==> config.mk <==
export PLATFORM = sky130hd
export DESIGN_NAME = swse_div
export DESIGN_NICKNAME = d
export VERILOG_FILES = /design/src/hw/rtl/sliding_window_slope_estimator_defines.svh /design/src/hw/rtl/swse_pkg.sv /design/src/hw/rtl/swse_div.sv
export SDC_FILE = /design/constraint.sdc
export NUM_CORES = 1
export LEC_CHECK = 0
export BUFFER_PORTS_ARGS = -buffer_cell sky130_fd_sc_hd__buf_2
export CORE_MARGIN = 5
export CORE_UTILIZATION = 55
export CTS_CLUSTER_DIAMETER = 50
export DETAILED_ROUTE_END_ITERATION = 7
export HOLD_SLACK_MARGIN = 0.05
export MAX_ROUTING_LAYER = met4
export PLACE_DENSITY = 0.78
export SLEW_MARGIN = 30
export SYNTH_ARGS = -nofsm -noshare
export SYNTH_HDL_FRONTEND = slang
export SYNTH_SLANG_ARGS = --single-unit
==> constraint.sdc <==
create_clock -name clk -period 5 [get_ports clk]
set_input_delay 0.5 -clock clk [delete_from_list [all_inputs] [get_ports clk]]
set_output_delay 0.5 -clock clk [all_outputs]
set_load 0.02 [all_outputs]
==> src/hw/rtl/sliding_window_slope_estimator_defines.svh <==
// Assertion macros shared by the RTL.
`ifndef SLIDING_WINDOW_SLOPE_ESTIMATOR_DEFINES_SVH
`define SLIDING_WINDOW_SLOPE_ESTIMATOR_DEFINES_SVH

`ifndef SYNTHESIS
// Antecedent holds -> consequent holds in the same cycle.
`define SWSE_ASSERT_IMPLIES(label, clk, rst_n, ante, cons) \
    label: assert property (@(posedge clk) disable iff (!rst_n) (ante) |-> (cons)) \
        else $error("implication check failed");
// Antecedent holds -> consequent holds in the next cycle.
`define SWSE_ASSERT_NEXT(label, clk, rst_n, ante, cons) \
    label: assert property (@(posedge clk) disable iff (!rst_n) (ante) |=> (cons)) \
        else $error("next-cycle check failed");
`else
`define SWSE_ASSERT_IMPLIES(label, clk, rst_n, ante, cons)
`define SWSE_ASSERT_NEXT(label, clk, rst_n, ante, cons)
`endif

`endif

==> src/hw/rtl/swse_pkg.sv <==
package swse_pkg;

    localparam int SENSOR_W = 4;
    localparam int TEMP_W   = 20;
    localparam int RATE_W   = 40;
    localparam int COUNT_W  = 5;

    localparam int SENSORS_DEF     = 16;
    localparam int HISTORY_MAX_DEF = 16;
    localparam int FRAC_BITS_DEF   = 8;

    // slope*60 with x = -5*i: 60 * 5 / 25 folds to one small factor
    localparam int RATE_SCALE    = 60;
    localparam int TIME_STEP_MAG = 5;
    localparam int RATE_FACTOR   = RATE_SCALE * TIME_STEP_MAG / (TIME_STEP_MAG * TIME_STEP_MAG);

    typedef struct packed {
        logic busy;
        logic done;
    } div_status_t;

endpackage

==> src/hw/rtl/swse_div.sv <==
module swse_div #(
    parameter int DVD_W = 49,
    parameter int DVS_W = 20
) (
    input  logic                     clk,
    input  logic                     rst_n,
    input  logic                     start,
    input  logic [DVD_W-1:0]         dividend,
    input  logic [DVS_W-1:0]         divisor,
    output logic [DVD_W-1:0]         quotient,
    output swse_pkg::div_status_t    status
);

    localparam int CNT_W = $clog2(DVD_W + 1);

    logic [DVD_W-1:0] dvd_reg;
    logic [DVS_W-1:0] dvs_reg;
    logic [DVS_W-1:0] rem_reg;
    logic [DVD_W-1:0] quo_reg;
    logic [CNT_W-1:0] cnt_reg;
    logic             busy_reg;
    logic             done_reg;

    logic [DVS_W:0] rem_sh;
    logic [DVS_W:0] diff;
    logic           take;

    always_comb
    begin
        rem_sh = {rem_reg, dvd_reg[DVD_W-1]};
        diff   = rem_sh - {1'b0, dvs_reg};
        take   = (rem_sh >= {1'b0, dvs_reg});
    end

    // one quotient bit per cycle, restoring
    always_ff @(posedge clk or negedge rst_n)
    begin
        if (!rst_n)
        begin
            busy_reg <= 1'b0;
            done_reg <= 1'b0;
            cnt_reg  <= '0;
        end
        else
        begin
            done_reg <= 1'b0;
            if (start)
            begin
                dvd_reg  <= dividend;
                dvs_reg  <= divisor;
                rem_reg  <= '0;
                quo_reg  <= '0;
                cnt_reg  <= CNT_W'(DVD_W);
                busy_reg <= 1'b1;
            end
            else if (busy_reg)
            begin
                rem_reg <= take ? diff[DVS_W-1:0] : rem_sh[DVS_W-1:0];
                dvd_reg <= dvd_reg << 1;
                quo_reg <= {quo_reg[DVD_W-2:0], take};
                cnt_reg <= cnt_reg - 1'b1;
                if (cnt_reg == CNT_W'(1))
                begin
                    busy_reg <= 1'b0;
                    done_reg <= 1'b1;
                end
            end
        end
    end

    assign quotient    = quo_reg;
    assign status.busy = busy_reg;
    assign status.done = done_reg;

endmodule

==> flow_summary_export.csv <==
group,metric,value,unit
logic_synthesis,ys_seq_elements,146,
detailed_routing,wl_per_cell,17.42,µm
sta,relSlewSlack,37.85,%
floorplan,die_w,126.9,µm
critical_path,start_kind,"flop",
clock_tree,cts_made_buffers,17,
cells_and_area,syn2layout_area_growth,17.25,%
critical_path,path_max_fanout,4,
critical_path,path_cells,"inv_1 > ha_1 > inv_1 > fa_1 > a21oi_1 > o2111ai_1 > a31oi_1 > o21ai_0 > and3_1 > nor4_1 > o32ai_1",
clock_tree,clk_pin_slew,0.06,ns
critical_path,crit_required,5.13,ns
placement,dpl_cell_area,8235,µm²
sta,clock_skew,0.008807,ns
logic_synthesis,async_flop_share,5.479,%
cells_and_area,drive_gt1_share,29.07,%
logic_synthesis,synthMuxAreaShare,14.90,%
grt,antenna_found_initial,2,
logic_synthesis,syn_nets,689,
placement,post-dp-hpwl,10530,µm
grt,grt_pass1_wl,25690,µm
logic_synthesis,synth_top_area_share,55.09,%
sta,setup_viol,0,
logic_synthesis,synth_edf_count,138,
flow_run,maxCapViolCount,0,
floorplan,io_pins,123,
critical_path,worstPathArrival,3.10,ns
critical_path,cp_common_cell,"inv_1",
clock_tree,cts_tree,"built",
sta,tns,0,ns
cells_and_area,mostFrequentLayoutCells,"138 x edfxtp_1, 120 x buf_2, 81 x nor2_1",
logic_synthesis,synth_warnings,0,
sta,finalHoldViolCount,0,
critical_path,crit_path_max_incr_delay,0.44,ns
placement,place_ws,2.091,ns
logic_synthesis,synth_cell_type_count,59,
clock_tree,insertion_delay,0.42,ns
logic_synthesis,synthesis.instances,594,
sta,finalCritPeriodShare,59.49,%
clock_tree,post_cts_buffers,0,
logic_synthesis,synth_compound_area_share,8.200,%
power,powerDensity,388.1,nW/µm²
grt,grt_overflow_total,0,
detailed_routing,drc,0,
logic_synthesis,avgSynthCellArea,12.66,µm²
critical_path,reg2reg_from,"dvd_reg[48]$_DFFE_PP_",
cells_and_area,fillers,1058,
cells_and_area,final_common_cell,"edfxtp_1",
sta,fmax,0.3362,GHz
logic_synthesis,netlist_area,7522,µm²
grt,first_global_vias,5191,
placement,gp_congestion,0.9290,
grt,grt_usage,20.55,%
logic_synthesis,ys_seq_area_share,57.75,%
detailed_routing,dr_total_vias,5112,
floorplan,core,13350,µm²
detailed_routing,firstDrtPassIters,5,
placement,dpl.cell_count,863,
detailed_routing,via_per_inst,5.699,
clock_tree,cts_resized,0,
clock_tree,cts-root-buf,"clkbuf_16",
min_path,hold_class,"input port to asynchronous set/reset pin",
cells_and_area,final_cells,897,
detailed_routing,detail-route-antenna-nets,0,
placement,io_buffers,122,
clock_tree,clk_path_buf_depth,2,
sta,fin_ws,2.025,ns
sta,maxSlewViolCount,0,
critical_path,r2r_end,"rem_reg[18]$_SDFFCE_PP0P_",
floorplan,rows,42,
critical_path,worstSetupPathType,"flop to flop",
cells_and_area,nets,801,
critical_path,worst_setup_path_end_kind,"flop",
logic_synthesis,synth_top_area_cell,"edfxtp_1",
sta,hold_ws,0.1311,ns
clock_tree,holdBufCountCts,0,
clock_tree,htree_levels,4,
sta,rsz0062_at_grt,"no",
logic_synthesis,synth_top_family_by_area,"multiplexers",
clock_tree,numClockSinks,146,
logic_synthesis,yosys.area_share.adder,3.925,%
critical_path,r2r_cells,11,
sta,period_needed,2.975,ns
power,cellLeakagePower,3.914,nW
sta,worst_pin_slew,0.9323,ns
cells_and_area,final_area,8820,µm²
power,power,3.423,mW
logic_synthesis,synth_ff_type,"edfxtp_1",
logic_synthesis,synth_area_leaders,"edfxtp_1 55%, mux2i_1 7.7%, mux2_2 7.2%",
critical_path,cp-startpoint,"dvd_reg[48]$_DFFE_PP_",
run_status,outcome,"complete, no violations",
floorplan,die-area,16120,µm²
detailed_routing,drt-initial-drc-count,410,
critical_path,crit_slowest_cell,"a31oi_1",
detailed_routing,wirelength,15630,µm
floorplan,fp.dieH,126.9,µm
grt,grt_start_max_net_pins,83,
cells_and_area,utilization,66.08,%
logic_synthesis,synth_xor_xnor_area_share,2.096,%
power,vdd.ir_drop.worst,0.2746,mV
floorplan,start_util,56.36,%
critical_path,regToRegSetupSlack,2.03,ns
logic_synthesis,synth_simple_gate_area_share,9.597,%
## power by group
| part | switching (mW) | internal, mW | total, mW |
|---|---|---|---|
| combinational | 0.373 | 0.278 | 0.650 |
| sequential | 0.0593 | 1.46 | 1.52 |
| clock | 0.477 | 0.771 | 1.25 |
| total | 0.909 | 2.51 | 3.42 |
## cells in the mapped netlist, types with 2 or more instances
cell         n
inv_1       29
nand2_1     23
nor4_1       4
dfrtp_1      8
o2111ai_1    2
nand4_1      5
nor2b_1      3
buf_4        4
buf_2        3
a311oi_2     2
xor2_1       4
o21ai_0      8
o211a_1      2
a211oi_1    12
nand2b_1     8
mux2_2      48
or4_1        2
a211o_1      2
edfxtp_1   138
o31ai_1      4
xnor2_1     14
nand3_1     12
a311o_1      2
and2_1       4
ha_1        22
a21o_1       8
buf_1       10
nor3_1       8
nor2_1      81
a21oi_1     18
a31oi_1      3
clkbuf_1    13
mux2i_1     58
a32oi_1      4
o21a_1       2
## how the worst max path moves through the flow
stage                     slack (ns)                         to  cells past startpoint
after detailed placement        2.09  rem_reg[18]$_SDFFCE_PP0P_                     11
after global routing            1.75  rem_reg[18]$_SDFFCE_PP0P_                     11
after global placement          2.14  rem_reg[18]$_SDFFCE_PP0P_                     11
after floorplan                 1.40   dvd_reg[0]$_SDFFCE_PN0P_                      3
after CTS                       2.07  rem_reg[18]$_SDFFCE_PP0P_                     11
final                           2.03  rem_reg[18]$_SDFFCE_PP0P_                     11
## logic make-up (layout without fill, tap and decap cells)
logic type | count (synthesis) | after routing
AND/OR/NAND/NOR | 158 | 158
flip-flops | 146 | 146
multiplexers | 106 | 106
AO/OA/AOI/OAI | 82 | 82
buffers and inverters | 61 | 186
adder cells (fa/ha/maj) | 23 | 23
XOR/XNOR | 18 | 18
other | 0 | 2
## critical path, delay by kind of cell, from the launching register on
family	cells	cell delay, ns
flops	1	0.38
fa+ha+maj	2	0.57
buf+inv	2	0.12
simple gates	2	0.39
compound gates	5	1.21
## cell type report
class                      count  area, µm²  area share (%)
clock inverter                14      145.1           1.646
multi-input combinational    387       2922           33.13
tap                          176      220.2           2.497
sequential                   146       4348           49.30
timing repair buffer         125      641.9           7.278
clock buffer                  18      429.2           4.866
inverter                      29      108.9           1.234
antenna                        2      5.005         0.05675
## layer usage
layer  part of all wire [%]  vias up  track usage, %  wire, µm
li1                       -     2441               -         -
met1                     42     2443           25.61      6611
met2                     47      202           31.41      7348
met3                    8.8       26           6.768      1376
met4                    1.9        0           7.760       292
met5                      0        -               -         0
(Power assumes the default switching activity.)
